File: src/rtl/sdcm_pkg.sv
// Shared types and constants for the solenoid duty-cycle monitor.
// No dependencies; imported by every other file of the block.
package sdcm_pkg;

    localparam int DATA_W     = 32;
    localparam int MD_W       = 17;
    localparam int PLAN_W     = 16;
    localparam int PROD_W     = MD_W + DATA_W;
    localparam int MUL_STEPS  = 32;
    localparam int MUL_CNT_W  = 6;
    localparam int CFG_ADDR_W = 3;

    localparam logic [DATA_W-1:0] WINDOW_MS_RESET = 32'd10000;
    localparam logic [MD_W-1:0]   MAX_DUTY_RESET  = 17'h10000;

    localparam logic [0:0] REG_WINDOW_MS = 1'b0;
    localparam logic [0:0] REG_MAX_DUTY  = 1'b1;

    typedef enum logic [1:0] {
        ACT_SET   = 2'd0,
        ACT_QUERY = 2'd1,
        ACT_CHECK = 2'd2,
        ACT_CLEAR = 2'd3
    } t_action;

    typedef struct packed {
        logic [DATA_W-1:0] window_ms;
        logic [MD_W-1:0]   max_duty;
    } t_cfg;

endpackage

File: src/rtl/sdcm_div.sv
// Restoring fraction divider, one quotient bit per cycle.
// Numerator must be below the denominator. Depends on sdcm_pkg.
module sdcm_div import sdcm_pkg::*; #(
    parameter int FRAC_BITS = 16
) (
    input  logic                 i_clk,
    input  logic                 i_rst_n,
    input  logic                 i_start,
    input  logic [DATA_W-1:0]    i_num,
    input  logic [DATA_W-1:0]    i_den,
    output logic                 o_done,
    output logic [FRAC_BITS-1:0] o_quot
);

    localparam int CNT_W = $clog2(FRAC_BITS + 1);

    logic                 r_busy;
    logic                 r_done;
    logic [CNT_W-1:0]     r_cnt;
    logic [DATA_W-1:0]    r_rem;
    logic [DATA_W-1:0]    r_den;
    logic [FRAC_BITS-1:0] r_quot;
    logic [DATA_W:0]      w_trial;
    logic [DATA_W:0]      w_diff;
    logic                 w_fit;

    assign w_trial = {r_rem, 1'b0};
    assign w_fit   = w_trial >= {1'b0, r_den};
    assign w_diff  = w_trial - {1'b0, r_den};

    always_ff @(posedge i_clk) begin
        if (!i_rst_n) begin
            r_busy <= 1'b0;
            r_done <= 1'b0;
            r_cnt  <= '0;
        end else begin
            r_done <= 1'b0;
            if (i_start) begin
                r_busy <= 1'b1;
                r_cnt  <= CNT_W'(FRAC_BITS);
                r_rem  <= i_num;
                r_den  <= i_den;
                r_quot <= '0;
            end else if (r_busy) begin
                r_rem  <= w_fit ? w_diff[DATA_W-1:0] : w_trial[DATA_W-1:0];
                r_quot <= {r_quot[FRAC_BITS-2:0], w_fit};
                r_cnt  <= r_cnt - 1'b1;
                if (r_cnt == CNT_W'(1)) begin
                    r_busy <= 1'b0;
                    r_done <= 1'b1;
                end
            end
        end
    end

    assign o_done = r_done;
    assign o_quot = r_quot;

endmodule

File: config.mk
export PLATFORM = sky130hd
export DESIGN_NAME = sdcm_div
export DESIGN_NICKNAME = d
export VERILOG_FILES = /design/src/rtl/sdcm_pkg.sv /design/src/rtl/sdcm_div.sv
export SDC_FILE = /design/constraint.sdc
export NUM_CORES = 1
export LEC_CHECK = 0
export ABC_AREA = 1
export BUFFER_PORTS_ARGS = -buffer_cell sky130_fd_sc_hd__buf_2
export CORE_MARGIN = 2
export CORE_UTILIZATION = 40
export CTS_CLUSTER_SIZE = 16
export DETAILED_ROUTE_END_ITERATION = 16
export SLEW_MARGIN = 20
export SYNTH_ARGS = -nofsm -noshare
export SYNTH_HDL_FRONTEND = slang
export SYNTH_SLANG_ARGS = --single-unit
File: constraint.sdc
create_clock -name i_clk -period 7.7 [get_ports i_clk]
set_input_delay 0.77 -clock i_clk [delete_from_list [all_inputs] [get_ports i_clk]]
set_output_delay 0.77 -clock i_clk [all_outputs]
set_load 0.005 [all_outputs]
==> summary.md <==
| Metric | Value |
|---|---|
| Outcome | completed |
| Unrepaired setup endpoints after global routing | false |
| Crit start category | flip-flop |
| Yosys cell types | 31 |
| CP cell instances | ha_1 > nand2_1 > inv_1 > nand2_1 > nand2_1 > inv_1 > nand3_2 > nand2_2 > nand2_2 > nand2_2 > nand2_2 > nand2_1 > nand2_1 > nand2_1 > nand2_1 |
| Reg-to-reg critical path endpoint | r_rem[31] |
| Final Instance Area | 0.00727 mm² |
| Yosys Warn Count | 0 |
| Worst-path clk slew | 0.07 ns |
| Die W | approximately 130 µm |
| Least-Margin Pin Slew | between 0.7 and 0.8 ns |
| Ranking of synthesized cells by area | edfxtp_1 (38%), nand2_1 (20%), inv_1 (11%) |
| Commonest non-fill, non-tap cells in the layout | nand2_1 (337), inv_1 (182), buf_2 (83) |
| CTS tree | done |
| Initial antenna violation count | 0 |
| Routed WL per cell | 13.7 µm |
| Antenna-violating nets left | 0 |
| Pwr dens | roughly 200 mW/mm² |
| VDD IR-drop max | around 0.11 mV |
| Post-CTS setup buffers | 0 |
| Arr. time, crit path | 3.39 ns |
| Max-slew violations | 0 |
| First-pass GRT wire length | 27,000 µm |
| Setup TNS | 0 ns |
| Routed WL | 16,400 µm |
| Clock tree sinks | 87 |
| GRT met3 Usage | 0.0357 |
| Worst path max stage delay | about 0.6 ns |
| Worst slew margin | 0.522 |
| FP Rows | 46 |
| IO Pins | between 80 and 90 |
| Via total after detailed routing | about 5,600 |
| Max frequency | 305 MHz |
| Final Hold Fails | 0 |
| #FFs+latches synth | 87 |
| Hpwl dp | roughly 13,000 µm |
| Most common cell after layout, fill and taps aside | nand2_1 |
| Worst hold start | r_cnt[4] |
| Worst Hold Path EP | r_cnt[4] |
| Number of buffers created by CTS | 9 |
| Register area share after synthesis | 0.400 |
| Crit-path max FO | 32 |
| Largest net degree at the start of global routing | just over 50 |
| Max Cap Viol | 0 |
| Starting Density | 0.404 |
| Type of the worst min-delay path | reg2reg |
| R2R depth | 15 |
| Levels on crit path | 15 |
| Most Crowded Layer GR | met2 |
| Setup Slack @ Placement | between 4 and 5 ns |
| Flop2flop setup slack | roughly 4.4 ns |
| Post-CTS sizing | 0 |
| Required time worst endpoint | approximately 7.8 ns |
| NumNets Final | 1,081 |
| Slowest stage cell on the critical path | nand2_2 |
| Final worst path period need | 3.28 ns |
| Worst Setup End Kind | flip-flop |
| Yosys top cell by area | edfxtp_1 |
| Worst r2r src | r_rem[7] |
| Die Height | around 130 µm |
| Worst skew pair latency | 0.35 ns |
| Port bufs | 83 |
| RePlAce Congestion | 0.918 |
| Drt first-iter violations | 306 |
| Max clock buf depth | 2 |
| H-tree depth | 3 |
| Post-DP Area | between 0.006 and 0.007 mm² |
| Setup Crit Path Kind | reg2reg |
| Post-Synthesis Cells | approximately 900 |
| Global route overflow | 0 |
| LEAKAGE | 0.00387 µW |
| Crit path buf inv count | 2 |
| Die area | between 0.015 and 0.02 mm² |
| N_diodes | 0 |
| Number of global-route vias before repair | around 5,500 |
| Area delta synth->final | 14.4% |
| Post-synthesis area per instance | between 7 and 8 µm² |
| Final period util | 0.425 |
| Core footprint | 0.0157 mm² |
| GRT Util Overall | 0.207 |
| Setup-failing EPs final | 0 |
| Post-DR vias/cell | around 4.7 |
| Clock root cell | clkbuf_16 |
| DR DRC count | 0 |
| Share of post-route cells with drive strength above 1 | 0.121 |
| Most Frequent Cell on Critical Path | nand2_1 |
| Count of TritonRoute iterations in the first routing pass | 5 |
| Hold Crit Depth | 2 |
| CTS Hold Buffers Added | 0 |
| Share of Yosys cell area claimed by the top area cell type | 0.378 |
| Final WS setup | approximately 4.4 ns |
| Layout Skew | 0.00818 ns |
| Family with the most delay on the worst path | simple AND/OR/NAND/NOR gates |
| Synth Cell Area | 0.00635 mm² |
| Global-route met2 utilization | 0.340 |
| Net Count, Synth | around 1,000 |
| Finished Core Util | 0.463 |
| Met1 Track Usage GR | 0.281 |
==> synthesized netlist by cell type <==
cell        n
fa_1        1
a21oi_1    21
or2_2       1
o21a_1      4
edfxtp_1   80
nand3_2     2
buf_4       2
and2_1      6
buf_6       6
nor2_1     64
nand3_1    68
o21ai_0     4
nor4_1      1
clkinv_1    1
xor2_1      2
nor3_1      3
nand2_1   337
xnor2_1    13
nand4_1     8
buf_2       4
nand3b_1   24
nor2_2      5
and3_1      1
clkbuf_1    5
dfxtp_1     7
nand2_2     6
a31oi_1     1
inv_1     182
a211oi_1    1
ha_1       34
o21bai_1    3
==> layer usage <==
| metal | vias to the layer above | wire, µm | part of all wire |
|---|---|---|---|
| met1 | 2497 | 7980 | 0.49 |
| met3 | 21 | 782 | 0.048 |
| li1 | 2947 | - | - |
| met5 | - | 0 | 0 |
| met4 | 0 | 348 | 0.021 |
| met2 | 132 | 7330 | 0.45 |
==> report_power, final <==
group          switching, µW  internal [µW]
Combinational            278            159
Sequential              16.8            564
Clock                    194            255
Total                    489            977
==> worst max path at each step <==
stage	from	end
4_1_cts	r_rem[23]	r_rem[0]
3_5_place_dp	r_rem[23]	r_rem[0]
3_3_place_gp	r_rem[21]	r_rem[19]
6_report	r_rem[7]	r_rem[31]
5_1_grt	r_rem[7]	r_rem[29]
2_1_floorplan	i_start	r_busy
==> registers in the layout, indices dropped and copies added, names as in the netlist <==
name	flops
o_done	1
o_quot	16
r_busy	1
r_cnt	5
r_den	32
r_rem	32
==> cell families after synthesis <==
group	Yosys count	synth area share
simple gates	526	0.352
buf+inv	200	0.127
flops	87	0.400
fa+ha+maj	35	0.0701
compound gates	34	0.0301
xor+xnor	15	0.0207
==> worst reg2reg max path, delay by kind of cell, from the launching register on <==
family	cells	cell delay, ns
AND/OR/NAND/NOR	12	2.17
flip-flops	1	0.39
adder cells (fa/ha/maj)	1	0.37
buffers and inverters	2	0.11
==> metrics by stage <==
step | hold WS [ns] | std cells | power [µW]
after global placement | 0.466 | 1184 | 1020
final | 0.485 | 1200 | 1470
after CTS | 0.488 | 1200 | 1480
after global routing | 0.543 | 1200 | 1570
after detailed placement | 0.478 | 1184 | 1030
after floorplan | 0.447 | 897 | 913
==> layout make-up <==
cell class | count | area, µm²
well taps | 216 | 270
multi-input cells | 610 | 3020
clock inverters | 7 | 78.8
inverters | 183 | 687
fillers | 1662 | 8440
flip-flops and latches | 87 | 2540
repair buffers | 88 | 453
clock buffers | 9 | 225
Power figures use the tool's default switching activity.
