**config.mk**
```make
export PLATFORM = sky130hd
export DESIGN_NAME = sdcm_mul
export DESIGN_NICKNAME = d
export VERILOG_FILES = /design/src/rtl/sdcm_pkg.sv /design/src/rtl/sdcm_mul.sv
export SDC_FILE = /design/constraint.sdc
export NUM_CORES = 1
export LEC_CHECK = 0
export BUFFER_PORTS_ARGS = -buffer_cell sky130_fd_sc_hd__buf_2
export CAP_MARGIN = 20
export CORE_MARGIN = 3
export CORE_UTILIZATION = 57
export DETAILED_ROUTE_END_ITERATION = 12
export PLACE_DENSITY = 0.86
export SLEW_MARGIN = 20
export SYNTH_ARGS = -nofsm -noshare
export SYNTH_HDL_FRONTEND = slang
export SYNTH_SLANG_ARGS = --single-unit
```
**constraint.sdc**
```tcl
create_clock -name i_clk -period 4.7 [get_ports i_clk]
set_input_delay 1.175 -clock i_clk [delete_from_list [all_inputs] [get_ports i_clk]]
set_output_delay 1.175 -clock i_clk [all_outputs]
set_load 0.01 [all_outputs]
```
**src/rtl/sdcm_pkg.sv**
```systemverilog
// Shared types and constants for the solenoid duty-cycle monitor.
// No dependencies; imported by every other file of the block.
package sdcm_pkg;

    localparam int DATA_W     = 32;
    localparam int MD_W       = 17;
    localparam int PLAN_W     = 16;
    localparam int PROD_W     = MD_W + DATA_W;
    localparam int MUL_STEPS  = 32;
    localparam int MUL_CNT_W  = 6;
    localparam int CFG_ADDR_W = 3;

    localparam logic [DATA_W-1:0] WINDOW_MS_RESET = 32'd10000;
    localparam logic [MD_W-1:0]   MAX_DUTY_RESET  = 17'h10000;

    localparam logic [0:0] REG_WINDOW_MS = 1'b0;
    localparam logic [0:0] REG_MAX_DUTY  = 1'b1;

    typedef enum logic [1:0] {
        ACT_SET   = 2'd0,
        ACT_QUERY = 2'd1,
        ACT_CHECK = 2'd2,
        ACT_CLEAR = 2'd3
    } t_action;

    typedef struct packed {
        logic [DATA_W-1:0] window_ms;
        logic [MD_W-1:0]   max_duty;
    } t_cfg;

endpackage

```
**src/rtl/sdcm_mul.sv**
```systemverilog
// Serial shift-add multiplier, one multiplier bit per cycle, 17 x 32 bits.
// Depends on sdcm_pkg.
module sdcm_mul import sdcm_pkg::*; (
    input  logic              i_clk,
    input  logic              i_rst_n,
    input  logic              i_start,
    input  logic [MD_W-1:0]   i_mcand,
    input  logic [DATA_W-1:0] i_mplier,
    output logic              o_done,
    output logic [PROD_W-1:0] o_prod
);

    logic                 r_busy;
    logic                 r_done;
    logic [MUL_CNT_W-1:0] r_cnt;
    logic [MD_W-1:0]      r_mcand;
    logic [PROD_W-1:0]    r_prod;
    logic [MD_W:0]        w_sum;

    assign w_sum = {1'b0, r_prod[PROD_W-1:DATA_W]}
                 + (r_prod[0] ? {1'b0, r_mcand} : {(MD_W+1){1'b0}});

    always_ff @(posedge i_clk) begin
        if (!i_rst_n) begin
            r_busy <= 1'b0;
            r_done <= 1'b0;
            r_cnt  <= '0;
        end else begin
            r_done <= 1'b0;
            if (i_start) begin
                r_busy  <= 1'b1;
                r_cnt   <= MUL_CNT_W'(MUL_STEPS);
                r_mcand <= i_mcand;
                r_prod  <= {{MD_W{1'b0}}, i_mplier};
            end else if (r_busy) begin
                r_prod <= {w_sum, r_prod[DATA_W-1:1]};
                r_cnt  <= r_cnt - 1'b1;
                if (r_cnt == MUL_CNT_W'(1)) begin
                    r_busy <= 1'b0;
                    r_done <= 1'b1;
                end
            end
        end
    end

    assign o_done = r_done;
    assign o_prod = r_prod;

endmodule

```
==> results of run 1 <==
kinds of logic (layout without fill, tap and decap cells):
| family | Yosys count | count (layout) | synth area share |
|---|---|---|---|
| AO/OA/AOI/OAI | 47 | 47 | 0.0879 |
| XOR/XNOR | 12 | 12 | 0.0281 |
| adder cells (fa/ha/maj) | 20 | 20 | 0.0689 |
| buffers and inverters | 17 | 127 | 0.0174 |
| flip-flops | 74 | 74 | 0.572 |
| multiplexers | 36 | 36 | 0.109 |
| AND/OR/NAND/NOR | 84 | 84 | 0.116 |
worst min-delay path: stages (launching register included):
cell      delay (ns)
dfxtp_1         0.33
nand2b_1        0.07
a21oi_1         0.06
state kept, by name, indices dropped and copies added (netlist names):
name     cells
r_cnt        6
r_busy       1
o_prod      49
r_mcand     17
o_done       1
cell usage after synthesis, drive strengths merged:
library cell | n | area, um2
xor2 | 4 | 35.0
o21ai | 8 | 40.0
nand4b | 1 | 8.76
nor2 | 24 | 90.1
buf | 4 | 16.3
a211oi | 5 | 42.5
fa | 1 | 20.0
nor4b | 2 | 17.5
o31a | 1 | 8.76
o211ai | 2 | 15.0
nand2b | 4 | 25.0
o31ai | 1 | 21.3
o21a | 4 | 30.0
a31oi | 1 | 6.26
nor4 | 1 | 6.26
nand2 | 14 | 52.6
nand4 | 2 | 12.5
mux2 | 36 | 409
a2111oi | 1 | 8.76
o21bai | 2 | 15.0
edfxtp | 66 | 1980
ha | 19 | 238
and4 | 1 | 8.76
a21boi | 1 | 7.51
o221a | 1 | 11.3
and4b | 1 | 10.0
nor3 | 8 | 40.0
or3 | 2 | 12.5
nor2b | 7 | 43.8
and2 | 17 | 106
o2111ai | 1 | 8.76
a21oi | 12 | 60.1
dfxtp | 8 | 160
a21o | 7 | 53.8
inv | 9 | 33.8
clkbuf | 4 | 15.0
xnor2 | 8 | 70.1
power by group through the flow:
stage / Combinational [mW] / Clock [mW] / Sequential, mW
after global routing: 0.315 / 0.634 / 0.809
after global placement: 0.272 / 0 / 0.817
after CTS: 0.285 / 0.605 / 0.804
final: 0.286 / 0.604 / 0.804
after detailed placement: 0.282 / 0 / 0.817
after floorplan: 0.176 / 0 / 0.827
layout make-up:
class,count,area [um2]
flip-flops and latches,74,2140
multi-input cells,199,1540
clock buffers,10,128
clock inverters,6,115
inverters,9,33.8
fillers,407,1560
repair buffers,102,513
well taps,75,93.8
metrics by stage:
step	cells	hold WS, ns	instance area, um2	utilization
6_report	475	0.506	4570	0.745
3_5_place_dp	459	0.492	4320	0.704
3_3_place_gp	459	0.478	4320	0.704
2_1_floorplan	290	0.467	3740	-
5_1_grt	475	0.538	4570	0.745
4_1_cts	475	0.505	4560	0.744
final timing paths:
kind | from | end | slack, ns | cells after the start
min | r_cnt[0] | r_cnt[0] | 0.51 | 2
max reg2reg | o_prod[0] | o_prod[45] | 1.66 | 10
max | o_prod[0] | o_prod[45] | 1.66 | 10
min reg2reg | r_cnt[0] | r_cnt[0] | 0.51 | 2
layer usage:
| layer | vias to the layer above | GRT usage | share of wire |
|---|---|---|---|
| li1 | 1283 | - | - |
| met1 | 1309 | 0.277 | 0.41 |
| met2 | 119 | 0.362 | 0.48 |
| met3 | 19 | 0.0795 | 0.086 |
| met4 | 0 | 0.112 | 0.024 |
| met5 | - | 0 | 0 |
==> qor.yml, run 1 <==
cts_setup_buffers: 0
finalPower_mw: 1.69
switchingPower_uw: 432
grt-ovfl-total: 0
hp-class: "flop to flop"
antenna_cells: 0
required_ns: 4.81
finalNetCount: 467
fin_crit_sh: 0.647
drive_above_1_share: 0.390
crit_chain: "and2_1 > ha_1 > inv_1 > fa_1 > nor2b_1 > o31a_1 > o31ai_4 > or3_1 > o211ai_1 > mux2_2"
p_sw_frac: 0.255
area_growth_pct: 22.1
setup_violations: 0
critPathLaunchType: "flop"
die_y_um: 87.0
crit_type: "flop to flop"
cpPeakStageDelay_ns: 0.65
clk_latency_ns: 0.35
seq_area_frac_synth: 0.572
p_leak_nw: 1.90
worst_slack_ns: 1.66
power.share.clock: 0.357
fin_setup_tns_ns: 0
netlist_area_um2: 3740
rsz0062_at_grt: "no"
path_max_fanout: 18
syn_nets: 362
cpMaxStageDelayCell: "edfxtp_1"
status: "completed"
slew_violations: 0
vias: 2730
synthCells: 290
power.density_nw_per_um2: 371
rows: 28
hpwl_um: 5760
die-area_um2: 7570
place_ws_ns: 1.64
io_buffers: 101
gp_congestion: 0.895
cellInternalPower_mw: 1.26
cts_tree: "built"
wl_per_cell_um: 17.5
clkSinkCount: 74
ctsResizeCount: 0
grt_max_degree: 51
cts_made_buffers: 9
wl_um: 8320
root_buffer: "clkbuf_8"
synth_cell_types: 43
die_width_um: 87.0
cts_max_path_buffers: 2
max_slew_margin: 0.515
first_pass_iters: 4
finalHoldViolations: 0
power_frac_comb: 0.169
layout_common_cells: "buf_2, edfxtp_1, mux2_2"
cap_violations: 0
drc: 0
grt_pass1_wl_um: 13100
tightest_slew_ns: 0.726
fin_crit_ns: 3.04
start_util: 0.610
yosys_warnings: 0
fmax_mhz: 329
viasPerCell: 5.75
drt_iter0_markers: 168
cts_hold_buf: 0
htreeDepth: 3
critPathBufInv: 1
io-pin-count: 102
syn_area_per_cell_um2: 12.9
final_common_cell: "buf_2"
crit_path_end_kind: "flop"
synth_seq_cells: 74
ant_nets: 0
finClkSkew_ns: 0.0101
ir_drop_v: 0.000295
crit_arrival_ns: 3.15
grtUsageTotal: 0.228
core_area_um2: 6130
critPathTopFamily: "simple AND/OR/NAND/NOR gates"
grt_pass1_vias: 2722
antenna_found_initial: 0
pwr-share-seq: 0.474
clkTransAtPathRegs_ns: 0.08
(Power assumes the default switching activity.)
==> run 2: changes to the inputs <==
--- a/config.mk
+++ b/config.mk
@@ -8,9 +8,9 @@
 export BUFFER_PORTS_ARGS = -buffer_cell sky130_fd_sc_hd__buf_2
 export CAP_MARGIN = 20
 export CORE_MARGIN = 3
-export CORE_UTILIZATION = 57
+export CORE_UTILIZATION = 47
 export DETAILED_ROUTE_END_ITERATION = 12
-export PLACE_DENSITY = 0.86
+export PLACE_DENSITY = 0.76
 export SLEW_MARGIN = 20
 export SYNTH_ARGS = -nofsm -noshare
 export SYNTH_HDL_FRONTEND = slang
==> constraint.sdc (replaced) <==
create_clock -name i_clk -period 2.55 [get_ports i_clk]
set_input_delay 0.6375 -clock i_clk [delete_from_list [all_inputs] [get_ports i_clk]]
set_output_delay 0.6375 -clock i_clk [all_outputs]
set_load 0.01 [all_outputs]
==> run 2 against run 1 <==
  * The run now ends with negative setup slack left
  * Critical path depth unchanged
  * Final cell count increased by 12%
  * Sequential power increased by 84%
  * Clock skew increased by 0.0050 ns
  * Sequential cell count unchanged
  * Worst hold slack got worse by 0.056 ns
  * Sequential share of layout area decreased by 3.4 points
  * Clock-buffer cell count decreased by 1
  * Power increased by 76%
  * Non-clock buffer count increased by 34
  * Via count increased by 3.3%
  * Critical endpoint is now o_prod[47]
  * Largest cell class unchanged
  * Highest routed layer unchanged
==> qor.yml, run 2 (same netlist as run 1, synthesis figures left out) <==
met1_length_um: 3420  # +0.38%
crit_chain: "and2_1 > ha_2 > inv_2 > fa_2 > nor2b_4 > o31a_1 > o31ai_4 > nand2_2 > a211oi_2 > mux2_4"
grt-ovfl-total: 0  # unchanged
fmax_mhz: 388  # +18%
critPathTopFamily: "compound AO/OA/AOI/OAI gates"
core_area_um2: 7490  # +22%
critPathLaunchType: "flop"
first_pass_iters: 4  # unchanged
root_buffer: "clkbuf_8"
drc: 0  # unchanged
wl_met2_um: 4240  # +6.2%
antenna_cells: 0  # unchanged
crit_type: "flop to flop"
io-pin-count: 102  # unchanged
p_leak_nw: 2.07  # +8.5%
required_ns: 2.66  # -2.15 ns
r2r_start: "o_prod[0]"
die_y_um: 95.2  # +9.4%
layout_common_cells: "buf_2, edfxtp_1, mux2_2"
clkTransAtPathRegs_ns: 0.09  # about the same
drive_above_1_share: 0.491  # +0.101
ant_nets: 0  # unchanged
wl_um: 8490  # +1.9%
cpMaxStageDelayCell: "edfxtp_1"
vias: 2819  # +3.3%
reg2reg_slack_ns: -0.03  # -1.69 ns
viasPerCell: 5.29  # -8.0%
grt_pass1_wl_um: 13800  # +4.7%
wl_per_cell_um: 15.9  # -9.2%
cts_hold_buf: 0  # unchanged
critPathBufInv: 1  # unchanged
hpwl_um: 6050  # +5.1%
rows: 31  # +11%
fin_crit_sh: 1.01  # +0.364
min_path_cells: 1  # -1
path_max_fanout: 3  # -15
area_growth_pct: 31.6
htreeDepth: 3  # unchanged
die-area_um2: 9070  # +20%
status: "finished with violations"
hold_start: "i_mcand[4]"
gp_congestion: 0.845  # -5.6%
power.density_nw_per_um2: 604  # +63%
finalPower_mw: 2.98  # +76%
r2r_end: "o_prod[47]"
finClkSkew_ns: 0.0152  # +0.00502 ns
antenna_found_initial: 0  # unchanged
setup_violations: 3  # +3
fin_crit_ns: 2.58  # -0.463 ns
dr_wl_met3_um: 723  # +0.98%
io_buffers: 101  # unchanged
clk_latency_ns: 0.36  # about the same
rsz0062_at_grt: "yes"
worst_slack_ns: -0.0262  # -1.69 ns
grt_max_degree: 47  # -7.8%
cts_made_buffers: 9  # unchanged
cts_max_path_buffers: 2  # unchanged
worstSetupPathDepth: 10  # unchanged
cts_tree: "built"
crit_arrival_ns: 2.69  # -0.46 ns
min_to: "r_mcand[4]"
postLayoutCoreUtil: 0.658  # -0.0874
hp-class: "input port to flop"
largest_reg_flops: 49  # unchanged
finalHoldViolations: 0  # unchanged
cpPeakStageDelay_ns: 0.43  # -0.22 ns
ir_drop_v: 0.000309  # +4.7%
drt_iter0_markers: 127  # -24%
placed_cells: 513  # +12%
r2r_cells: 10  # unchanged
grtUsageTotal: 0.199  # -0.0289
violations: "negative setup slack"
crit_path_end_kind: "flop"
cap_violations: 0  # unchanged
grt_pass1_vias: 2931  # +7.7%
final-instance-count-excl-fill: 533  # +12%
slew_violations: 0  # unchanged
topRoutingLayerUsed: "met4"
start_util: 0.500  # -0.110
finalNetCount: 501  # +7.3%
die_width_um: 95.2  # +9.4%
max_slew_margin: 0.741  # +0.225
tightest_slew_ns: 0.389  # -0.337 ns
clkSinkCount: 74  # unchanged
final_common_cell: "buf_2"
run 2: cell types whose count changed in the layout (fill, tap and decap cells not counted), sizes merged:
cell    delta
buf       +34
bufinv     -3
clkbuf     -1
clkinv     -1
inv        +5
run 2: layout make-up:
| type | instances | area (um2) |
|---|---|---|
| clock buffer | 9 | 124 |
| fill | 591 | 2560 |
| timing repair buffer | 136 | 801 |
| inverter | 9 | 33.8 |
| clock inverter | 7 | 56.3 |
| tap | 99 | 124 |
| multi-input combinational | 199 | 1640 |
| sequential | 74 | 2140 |
run 2: power by group:
| group | total (mW) | internal, mW | switching, mW |
|---|---|---|---|
| sequential | 1.48 | 1.43 | 0.0470 |
| clock | 0.860 | 0.369 | 0.491 |
| combinational | 0.638 | 0.326 | 0.312 |
| total | 2.98 | 2.12 | 0.851 |
run 2: per-stage QoR:
| stage | hold slack (ns) | TNS (ns) | setup slack [ns] | area [um2] |
|---|---|---|---|---|
| final | 0.450 | -0.0425 | -0.0262 | 4920 |
| after floorplan | 0.467 | -0.295 | -0.174 | 3750 |
| after detailed placement | 0.490 | -0.242 | -0.0948 | 4610 |
| after CTS | 0.440 | -0.0977 | -0.0745 | 4850 |
| after global routing | 0.429 | -0.428 | -0.122 | 4920 |
| after global placement | 0.483 | -0.0288 | -0.0288 | 4610 |
run 2: how the worst max path moves through the flow:
stage                     startpoint    endpoint  slack (ns)
after floorplan            o_prod[0]  o_prod[45]       -0.17
after global placement     o_prod[0]  o_prod[47]       -0.03
after detailed placement   o_prod[0]  o_prod[47]       -0.09
after CTS                  o_prod[0]  o_prod[47]       -0.07
after global routing       o_prod[0]  o_prod[47]       -0.12
final                      o_prod[0]  o_prod[47]       -0.03
run 2: worst register-to-register path: stages (launching register included):
cell and delay (ns):
edfxtp_1 0.43, and2_1 0.19, ha_2 0.18, inv_2 0.05
fa_2 0.22, nor2b_4 0.05, o31a_1 0.35, o31ai_4 0.25
nand2_2 0.11, a211oi_2 0.21, mux2_4 0.31
run 2: what timing repair did:
action                     CTS  global route
gates resized for setup      8            16
setup endpoints to repair    7            10
setup buffers                3             1
pin swaps                    7             5
run 2: metal layers:
layer  global-route usage  vias up
li1                     -     1366
met1                0.238     1337
met2                0.330      105
met3               0.0781       11
met4               0.0637        0
met5                    0        -
