**src/rtl/sdcm_pkg.sv**
```systemverilog
// Shared types and constants for the solenoid duty-cycle monitor.
// No dependencies; imported by every other file of the block.
package sdcm_pkg;

    localparam int DATA_W     = 32;
    localparam int MD_W       = 17;
    localparam int PLAN_W     = 16;
    localparam int PROD_W     = MD_W + DATA_W;
    localparam int MUL_STEPS  = 32;
    localparam int MUL_CNT_W  = 6;
    localparam int CFG_ADDR_W = 3;

    localparam logic [DATA_W-1:0] WINDOW_MS_RESET = 32'd10000;
    localparam logic [MD_W-1:0]   MAX_DUTY_RESET  = 17'h10000;

    localparam logic [0:0] REG_WINDOW_MS = 1'b0;
    localparam logic [0:0] REG_MAX_DUTY  = 1'b1;

    typedef enum logic [1:0] {
        ACT_SET   = 2'd0,
        ACT_QUERY = 2'd1,
        ACT_CHECK = 2'd2,
        ACT_CLEAR = 2'd3
    } t_action;

    typedef struct packed {
        logic [DATA_W-1:0] window_ms;
        logic [MD_W-1:0]   max_duty;
    } t_cfg;

endpackage

```
**src/rtl/sdcm_cfg.sv**
```systemverilog
// APB-style register file: window length and duty limit.
// Depends on sdcm_pkg.
module sdcm_cfg import sdcm_pkg::*; (
    input  logic                  i_clk,
    input  logic                  i_rst_n,
    input  logic                  psel,
    input  logic                  penable,
    input  logic                  pwrite,
    input  logic [CFG_ADDR_W-1:0] paddr,
    input  logic [DATA_W-1:0]     pwdata,
    output logic [DATA_W-1:0]     prdata,
    output logic                  pready,
    output t_cfg                  o_cfg
);

    t_cfg r_cfg;

    always_ff @(posedge i_clk) begin
        if (!i_rst_n) begin
            r_cfg.window_ms <= WINDOW_MS_RESET;
            r_cfg.max_duty  <= MAX_DUTY_RESET;
        end else if (psel && penable && pwrite) begin
            case (paddr[2:2])
                REG_WINDOW_MS: r_cfg.window_ms <= pwdata;
                REG_MAX_DUTY:  r_cfg.max_duty  <= pwdata[MD_W-1:0];
                default: ;
            endcase
        end
    end

    always_comb begin
        case (paddr[2:2])
            REG_WINDOW_MS: prdata = r_cfg.window_ms;
            REG_MAX_DUTY:  prdata = {{(DATA_W-MD_W){1'b0}}, r_cfg.max_duty};
            default:       prdata = '0;
        endcase
    end

    assign pready = 1'b1;
    assign o_cfg  = r_cfg;

endmodule

```
**config.mk**
```make
export PLATFORM = sky130hd
export DESIGN_NAME = sdcm_cfg
export DESIGN_NICKNAME = d
export VERILOG_FILES = /design/src/rtl/sdcm_pkg.sv /design/src/rtl/sdcm_cfg.sv
export SDC_FILE = /design/constraint.sdc
export NUM_CORES = 1
export LEC_CHECK = 0
export BUFFER_PORTS_ARGS = -buffer_cell sky130_fd_sc_hd__buf_2
export CELL_PAD_IN_SITES_DETAIL_PLACEMENT = 0
export CELL_PAD_IN_SITES_GLOBAL_PLACEMENT = 1
export CORE_ASPECT_RATIO = 0.8
export CORE_MARGIN = 2
export CORE_UTILIZATION = 34
export CTS_CLUSTER_SIZE = 16
export DETAILED_ROUTE_END_ITERATION = 12
export PLACE_DENSITY = 0.83
export SYNTH_ARGS = -nofsm -noshare
export SYNTH_HDL_FRONTEND = slang
export SYNTH_SLANG_ARGS = --single-unit
```
**constraint.sdc**
```tcl
create_clock -name i_clk -period 2.4 [get_ports i_clk]
set_input_delay 0.12 -clock i_clk [delete_from_list [all_inputs] [get_ports i_clk]]
set_output_delay 0.12 -clock i_clk [all_outputs]
set_load 0.01 [all_outputs]
```
==> metrics.txt, run 1 <==
Synth Register Bits=just under 50; final-report max-slew violation count=0; arrival time worst endpoint=approximately 1.1 ns; Vias=between 1500 and 2000; Post-Layout Cell Count=434; async set-reset flop share out of synthesis=0%; total power=about 1.5 mW; 1st-pass router iterations=4; clock slew seen by the registers of the worst setup and hold paths=around 0.09 ns; setup TNS=0 ns; Starting Density=a little over a third; final worst slack=between 1 and 1.5 ns; die outline width=95.55 µm; CTS sink count=49; clk root buf=clkbuf_8; Final Hold Viols=0; Synth Area per Inst=~9.5 µm²; Pwr Density=about 500 mW/mm²; row count=26; Post-synth EDFFs=0; clk_lat worst skew=slightly below 0.3 ns; max-cap violations=0; max FFs per register=a little under 50; first-pass GRT wire length=about 7.8 mm; initial drt markers=34; setup slack, reg-to-reg=between 1.5 and 2 ns; CP Launch Type=primary input; LEAKAGE=1.510 nW; Clock Tree Buf Depth=2; vias in the first global route=1665; sequential share of the synthesized area=approximately 43%; DP HPWL=3.521 mm; DRT Wirelength=about 5 mm; hold buffers post-CTS=0; critical-path maximum fanout=33; RSZ-0062 raised after global routing=no; Crit path max-delay family=buffers and inverters; Post-Place Cells=426; most frequent cells after synthesis=nand2_1, dfxtp_1, mux2i_1; die area=between 0.007 and 0.008 mm²; DRT antenna net count=0; largest net degree at the start of global routing=between 80 and 90; Max Clk Rate=approximately 830 MHz; WP buf/inv=3; Place WS=1.007 ns; Gates resized, CTS repair=0; Tcrit/Tclk final=between 50% and 60%; Crit. End Element=primary output; predominant post-synthesis flop cell=dfxtp_1; most used cell, CP=buf_2; layout cells sized above 1=41.71%; total CTS buffers=5; Peak VDD IR=between 0.2 and 0.25 mV; Vias/cell=approximately 4.4; Synth top area share=between 40 and 50%; Critical Path Slowest Stage Cell=mux2_2; global route overflow=0; area leader, netlist=dfxtp_1; WP data required=approximately 2.3 ns; crit path cell chain=buf_2 > buf_4 > mux2_2 > buf_2; final antenna diode count=0; CP peak stage delay=around 0.39 ns; routed length per instance=11.64 µm; syn nets=281; Post-CTS Setup Bufs=0; io pins=around 120; post-synth cell types=13; Setup-failing EPs final=0; fin util=46.10%; most common cell in the netlist=nand2_1; core box area=0.006441 mm²; Global Route Usage Sum=13.27%; Worst Hold Class=in2reg; Fillers=around 660; Die Ht=around 77 µm; skew final=0 ns; Post-Synthesis Cells=around 240; status=complete, no violations; Synth area leaders=dfxtp_1, mux2i_1, nand2_1; port buffer count=118; # DRC=0; Syn-to-layout area delta=30.24%; initial antenna violation count=0; Yosys warning count=0; post-synthesis cell area=approximately 0.0023 mm²; Final min period=1.208 ns; CTS tree=yes; GP Congestion=~0.66; kind of critical path=in2out; Final #Nets=between 300 and 400; H-tree levels=2
kinds of logic after synthesis:
group | after synthesis | synth area share (%)
and+or+nand+nor | 104 | 20.47
DFF | 49 | 43.03
buffers and inverters | 21 | 6.421
other | 1 | 0.1645
muxes | 66 | 29.91
layer usage:
| layer | part of all wire (%) | GRT usage (%) |
|---|---|---|
| met2 | 43 | 20.70 |
| met3 | 8.0 | 3.536 |
| met1 | 48 | 17.55 |
| met5 | 0 | 0 |
| met4 | 1.1 | 4.714 |
cells in the final DEF (no fill, tap or decap), drive strengths merged:
cell      Yosys  layout
nand4         1       1
mux2         17      17
nor2b        27      27
nand2        75      75
and4b         1       1
buf          13     122
clkinvlp      0       1
clkbuf        8       7
mux2i        49      49
conb          1       1
dfxtp        49      49
stage by stage:
stage          area (µm²)  hold WS, ns
6_report             2969      0.06026
5_1_grt              2969      0.05787
4_1_cts              2969      0.04444
3_5_place_dp         2885       0.3783
3_3_place_gp         2885       0.3674
2_1_floorplan        2280       0.2588
path summary, 6_finish.rpt:
check	startpoint	end	cells after the start
worst min register to register	o_cfg[7]	o_cfg[7]	2
worst min-delay path	pwdata[19]	o_cfg[36]	3
worst max register to register	o_cfg[26]	o_cfg[26]	2
worst max-delay path	paddr[2]	prdata[9]	4
report_power, final:
group,leakage (nW),internal (mW),switching (mW)
combinational,1.07,0.0894,0.0969
sequential,0.397,0.830,0.0125
clock,0.0385,0.207,0.261
worst register-to-register path: cells and delay by family, from the launching register on:
family	cells	cell delay [ns]
muxes	1	0.08
DFF	1	0.33
and+or+nand+nor	1	0.12
layout make-up:
class | count | area [µm²] | share of cell area, %
Multi-Input combinational cell | 171 | 1154 | 38.85
Sequential cell | 49 | 980.9 | 33.04
Timing Repair Buffer | 122 | 645.6 | 21.74
Tap cell | 84 | 105.1 | 3.540
Clock buffer | 7 | 76.32 | 2.571
Clock inverter | 1 | 7.507 | 0.2528
(Power assumes the default switching activity.)
==> run 2, diff against run 1 <==
- ABC_AREA: default -> 1
- CORE_UTILIZATION: 34 -> 29
- PLACE_DENSITY: 0.83 -> 0.78
- clock period: 2.4 -> 1.2 ns (I/O delays scaled with it)
==> metrics.txt, run 2 <==
total CTS buffers=5 (unchanged); final worst slack=0.1955 ns (-0.9961 ns); io pins=122 (unchanged); global route overflow=0 (unchanged); Crit. End Element=primary output; Starting Density=29.69% (-5.7 points); final-report max-slew violation count=0 (unchanged); Final #Nets=541 (+39%); sequential share of the synthesized area=41.77% (-1.3 points); setup slack, reg-to-reg=0.60 ns (-1.15 ns); DRT antenna net count=0 (unchanged); clock slew seen by the registers of the worst setup and hold paths=0.09 ns (about the same); vias in the first global route=2489 (+49%); core box area=0.007910 mm² (+23%); Tcrit/Tclk final=between 80% and 90%; DRT Wirelength=6.506 mm (+29%); WHS Path Cells=5 (+2); Syn-to-layout area delta=38.63%; Synth top area share=41.77% (-1.3 points); WP data required=1.14 ns (-1.14 ns); H-tree levels=2 (unchanged); CP Launch Type=flip-flop; max-cap violations=0 (unchanged); initial drt markers=101 (+200%); layout cells sized above 1=27.89% (-14 points); RSZ-0062 raised after global routing=no; die outline width=104.6 µm (+9.5%); Post-Layout Cell Count=610 (+41%); Synth area leaders=dfxtp_1, nand2_1, nor2_1; critical-path maximum fanout=3 (-91%); Setup-failing EPs final=0 (unchanged); status=complete, no violations; skew final=0 ns (unchanged); clk_lat worst skew=0.29 ns (about the same); predominant post-synthesis flop cell=dfxtp_1; kind of critical path=reg2out; Synth Register Bits=49 (unchanged); largest net degree at the start of global routing=50 (-43%); post-synth cell types=15 (+2); first-pass GRT wire length=11.29 mm (+44%); Vias/cell=4.167 (-6.2%); CTS tree=yes; syn nets=425 (+51%); routed length per instance=10.67 µm (-8.4%); worst r2r src=o_cfg[5]; most common cell after layout, fill and taps aside=buf_2; port buffer count=118 (unchanged); max FFs per register=49 (unchanged); async set-reset flop share out of synthesis=0% (unchanged); Global Route Usage Sum=15.26% (+2.0 points); CTS sink count=49 (unchanged); Final Hold Viols=0 (unchanged); most common cell in the netlist=nand2_1; LEAKAGE=1.816 nW (+20%); Yosys warning count=0 (unchanged); Synth Area per Inst=6.100 µm² (-36%); Die Ht=84.49 µm (+9.4%); commonest cells after routing, fill and taps aside=buf_2, nand2_1, nor2_1; GP Congestion=0.7492 (+13%); die area=0.008839 mm² (+20%); Post-CTS Setup Bufs=0 (unchanged); clk root buf=clkbuf_8; Max Clk Rate=around 1000 MHz; final antenna diode count=0 (unchanged); row count=29 (+12%); Final min period=between 1 and 1.5 ns; Post-synth EDFFs=0 (unchanged); Post-Place Cells=596 (+40%); post-synthesis cell area=0.002349 mm² (+3.0%); Clock Tree Buf Depth=2 (unchanged); area leader, netlist=dfxtp_1; arrival time worst endpoint=0.94 ns (-0.15 ns); initial antenna violation count=0 (unchanged); DP HPWL=4.465 mm (+27%); Min Hold Slack=0.08032 ns (+0.02006 ns); Peak VDD IR=0.6687 mV (+200%); most frequent cells after synthesis=nand2_1, nor2_1, dfxtp_1, nand3_1, inv_1; Worst Hold Class=in2reg; hold_sp=pwdata[17]; Pwr Density=1015 mW/mm² (+100%); Vias=2542 (+32%); Reg2Reg Depth=2 (unchanged); Place WS=0.1750 ns (-0.8324 ns); 1st-pass router iterations=4 (unchanged); Endpoint, Worst Hold=o_cfg[34]; Post-Synthesis Cells=385 (+60%); setup TNS=0 ns (unchanged); capturing point of the worst reg2reg path=o_cfg[5]; # DRC=0 (unchanged)
-- run 2: cell count changes after synthesis, sizes merged, moves of 27 or more --
cell	previous run	this run
nand3	0	50
inv	0	49
nor2	0	104
nand2	75	107
nor2b	27	0
mux2i	49	0
-- run 2: worst max-delay path: stages, from the launching register on --
cell     delay, ns
dfxtp_1       0.37
nand2_1       0.06
nand2_1       0.09
buf_2         0.13
-- run 2: routing by layer --
metal	global-route usage [%]	wire, µm	share of wire [%]
met1	19.19	3178	49
met2	26.86	2861	44
met3	4.425	450	6.9
met4	1.818	15	0.23
met5	0	0	0
-- run 2: stage by stage --
stage	cell area [µm²]	total power, mW	util [%]
after floorplan	2349	2.069	-
after global placement	3099	2.307	39.18
after detailed placement	3099	2.316	39.18
after CTS	3256	3.364	41.16
after global routing	3256	3.488	41.16
final	3256	3.305	41.16
-- run 2: worst max-delay path by stage --
stage / slack [ns] / end / cells past startpoint / from
CTS: 0.19 / prdata[8] / 3 / o_cfg[25]
floorplan: 0.43 / o_cfg[10] / 6 / psel
global placement: 0.20 / o_cfg[26] / 7 / psel
finish: 0.20 / prdata[13] / 3 / o_cfg[13]
detailed placement: 0.17 / o_cfg[25] / 7 / psel
global route: 0.12 / prdata[21] / 3 / o_cfg[38]
-- run 2: timing repair --
| item | CTS | global route |
|---|---|---|
| resized for setup | 0 | 0 |
| hold endpoints to repair | 6 | 0 |
| hold buffers | 6 | 0 |
-- run 2: layout make-up --
type                            count  area, µm²
Clock buffer                        6      82.58
Timing Repair Buffer              133      780.7
Tap cell                          108      135.1
Sequential cell                    49      980.9
Clock inverter                      2      13.76
Multi-Input combinational cell    263       1079
Inverter                           49      183.9
Fill cell                         897       4654
-- run 2: logic make-up after synthesis --
group / synth area share (%)
buffers and inverters: 12.73
other: 0.1597
AOI/OAI and AO/OA: 0.2129
and+or+nand+nor: 45.13
DFF: 41.77
-- run 2: report_power, final --
group | total (mW) | switching (mW) | internal [mW] | leakage (nW)
registers | 1.73 | 0.0431 | 1.68 | 0.399
clock network | 1.02 | 0.552 | 0.468 | 0.0512
logic | 0.558 | 0.321 | 0.237 | 1.37
==> run 3, diff against run 2 <==
- ABC_AREA: 1 -> 0
- CORE_UTILIZATION: 29 -> 32
- PLACE_DENSITY: 0.78 -> 0.79
- clock period: 1.2 -> 1 ns (I/O delays scaled with it)
==> metrics.txt, run 3 (synthesis gave the netlist of run 1 again) <==
status=finished with violations; failing checks=setup timing; Vias=2182 (-14%); clk root buf=clkbuf_8; clock slew seen by the registers of the worst setup and hold paths=0.09 ns (about the same); Crit. End Element=primary output; Vias/cell=4.373 (+4.9%); DP HPWL=3.839 mm (-14%); Max Clk Rate=around 900 MHz; Min Hold Slack=0.01283 ns (-0.06749 ns); DRT antenna net count=0 (unchanged); Fillers=643 (-28%); final worst slack=-0.08372 ns (-0.2793 ns); Critical Path Slowest Stage Cell=dfxtp_2; sequential standard cell area=0.001041 mm² (+6.1%); critical-path maximum fanout=3 (unchanged); total CTS buffers=5 (unchanged); largest net degree at the start of global routing=54 (+8.0%); final antenna diode count=0 (unchanged); vias in the first global route=2137 (-14%); Crit path max-delay family=flip-flops; Die Ht=79.50 µm (-5.9%); max FFs per register=49 (unchanged); Tcrit/Tclk final=108.4%; WP buf/inv=1 (unchanged); arrival time worst endpoint=1.03 ns (+0.09 ns); Final #Nets=451 (-17%); clk_lat worst skew=0.29 ns (about the same); layout cells sized above 1=58.50% (+31 points); # DRC=0 (unchanged); CTS sink count=49 (unchanged); CTS tree=yes; RSZ-0062 raised after global routing=yes; Setup-failing EPs final=17 (+17); Starting Density=33.08% (+3.4 points); first-pass GRT wire length=9.639 mm (-15%); max-cap violations=0 (unchanged); port buffer count=118 (unchanged); initial antenna violation count=0 (unchanged); GP Congestion=0.6752 (-9.9%); skew final=0 ns (unchanged); Final Hold Viols=0 (unchanged); CP Launch Type=flip-flop; most common cell after layout, fill and taps aside=buf_2; Peak VDD IR=0.4484 mV (-33%); commonest cells after routing, fill and taps aside=buf_2, nand2_1, mux2i_1; final-report max-slew violation count=0 (unchanged); LEAKAGE=1.907 nW (+5.0%); 1st-pass router iterations=4 (unchanged); WP data required=0.95 ns (-0.19 ns); initial drt markers=68 (-33%); Final min period=1.084 ns; H-tree levels=2 (unchanged); kind of critical path=reg2out; Global Route Usage Sum=15.12% (-0.14 points); io pins=122 (unchanged); area of the multi-input gates=0.001232 mm² (+14%); Pwr Density=1009 mW/mm² (-0.55%); global route overflow=0 (unchanged); routed length per instance=12.22 µm (+15%); setup TNS=-1.071 ns (-1.071 ns); Worst Hold Class=in2reg; Clock Tree Buf Depth=2 (unchanged); die outline width=98.37 µm (-6.0%); CP peak stage delay=0.34 ns (-0.03 ns); DRT Wirelength=6.096 mm (-6.3%); row count=27 (-6.9%); crit path cell chain=mux2_4 > buf_6; Syn-to-layout area delta=66.79%; die area=0.007820 mm² (-12%); core box area=0.006892 mm² (-13%)
==> run 3: cell types whose count changed in the layout (fill, tap and decap cells not counted), sizes merged, moves of 17 or more <==
cell,delta
nor2,-104
nand3,-50
inv,-49
mux2i,+49
buf,+33
nand2,-32
nor2b,+27
dlygate4sd3,+18
mux2,+17
==> run 3: final cells by class <==
type	count	area share [%]
Multi-Input combinational cell	171	32.41
Clock buffer	5	1.810
Timing Repair Buffer	184	35.08
Sequential cell	49	27.38
Clock inverter	3	0.4607
Tap cell	87	2.863
==> run 3: what timing repair did <==
action                     CTS  global route
buffers inserted            29             5
hold endpoints to repair    25             0
resized for setup           58            29
hold buffers                24             0
setup endpoints to repair   18            31
==> run 3: layer usage <==
layer	global-route usage [%]	share of wire, %
met1	19.53	47
met2	25.92	47
met3	3.240	5.9
met4	3.699	0.74
met5	0	0
==> run 3: final timing paths <==
path / from / end / slack, ns / cells past startpoint
min reg2reg: o_cfg[36] / o_cfg[36] / 0.47 / 2
max reg2reg: o_cfg[16] / o_cfg[16] / 0.26 / 3
max: o_cfg[23] / prdata[6] / -0.08 / 2
min: pwdata[5] / o_cfg[22] / 0.01 / 3
==> run 3: per-stage QoR <==
stage,setup slack (ns),util (%),std cells,total power [mW],area [µm²]
3_3_place_gp,0.02859,43.08,433,2.549,2969
2_1_floorplan,0.09438,-,241,2.349,2280
5_1_grt,-0.1184,55.17,499,4.031,3802
6_report,-0.08372,55.17,499,3.838,3802
3_5_place_dp,-0.02871,43.08,433,2.557,2969
4_1_cts,-0.08967,53.41,494,3.882,3681
==> run 3: power breakdown <==
| group | switching [mW] | leakage, nW | internal [mW] |
|---|---|---|---|
| sequential | 0.0269 | 0.414 | 2.00 |
| combinational | 0.287 | 1.45 | 0.381 |
| clock | 0.659 | 0.0439 | 0.484 |
==> run 3: worst register-to-register path, delay by kind of cell (launching register included) <==
| family | cells | cell delay (ns) |
|---|---|---|
| DFF | 1 | 0.33 |
| and+or+nand+nor | 1 | 0.10 |
| muxes | 1 | 0.07 |
| buffers and inverters | 1 | 0.13 |
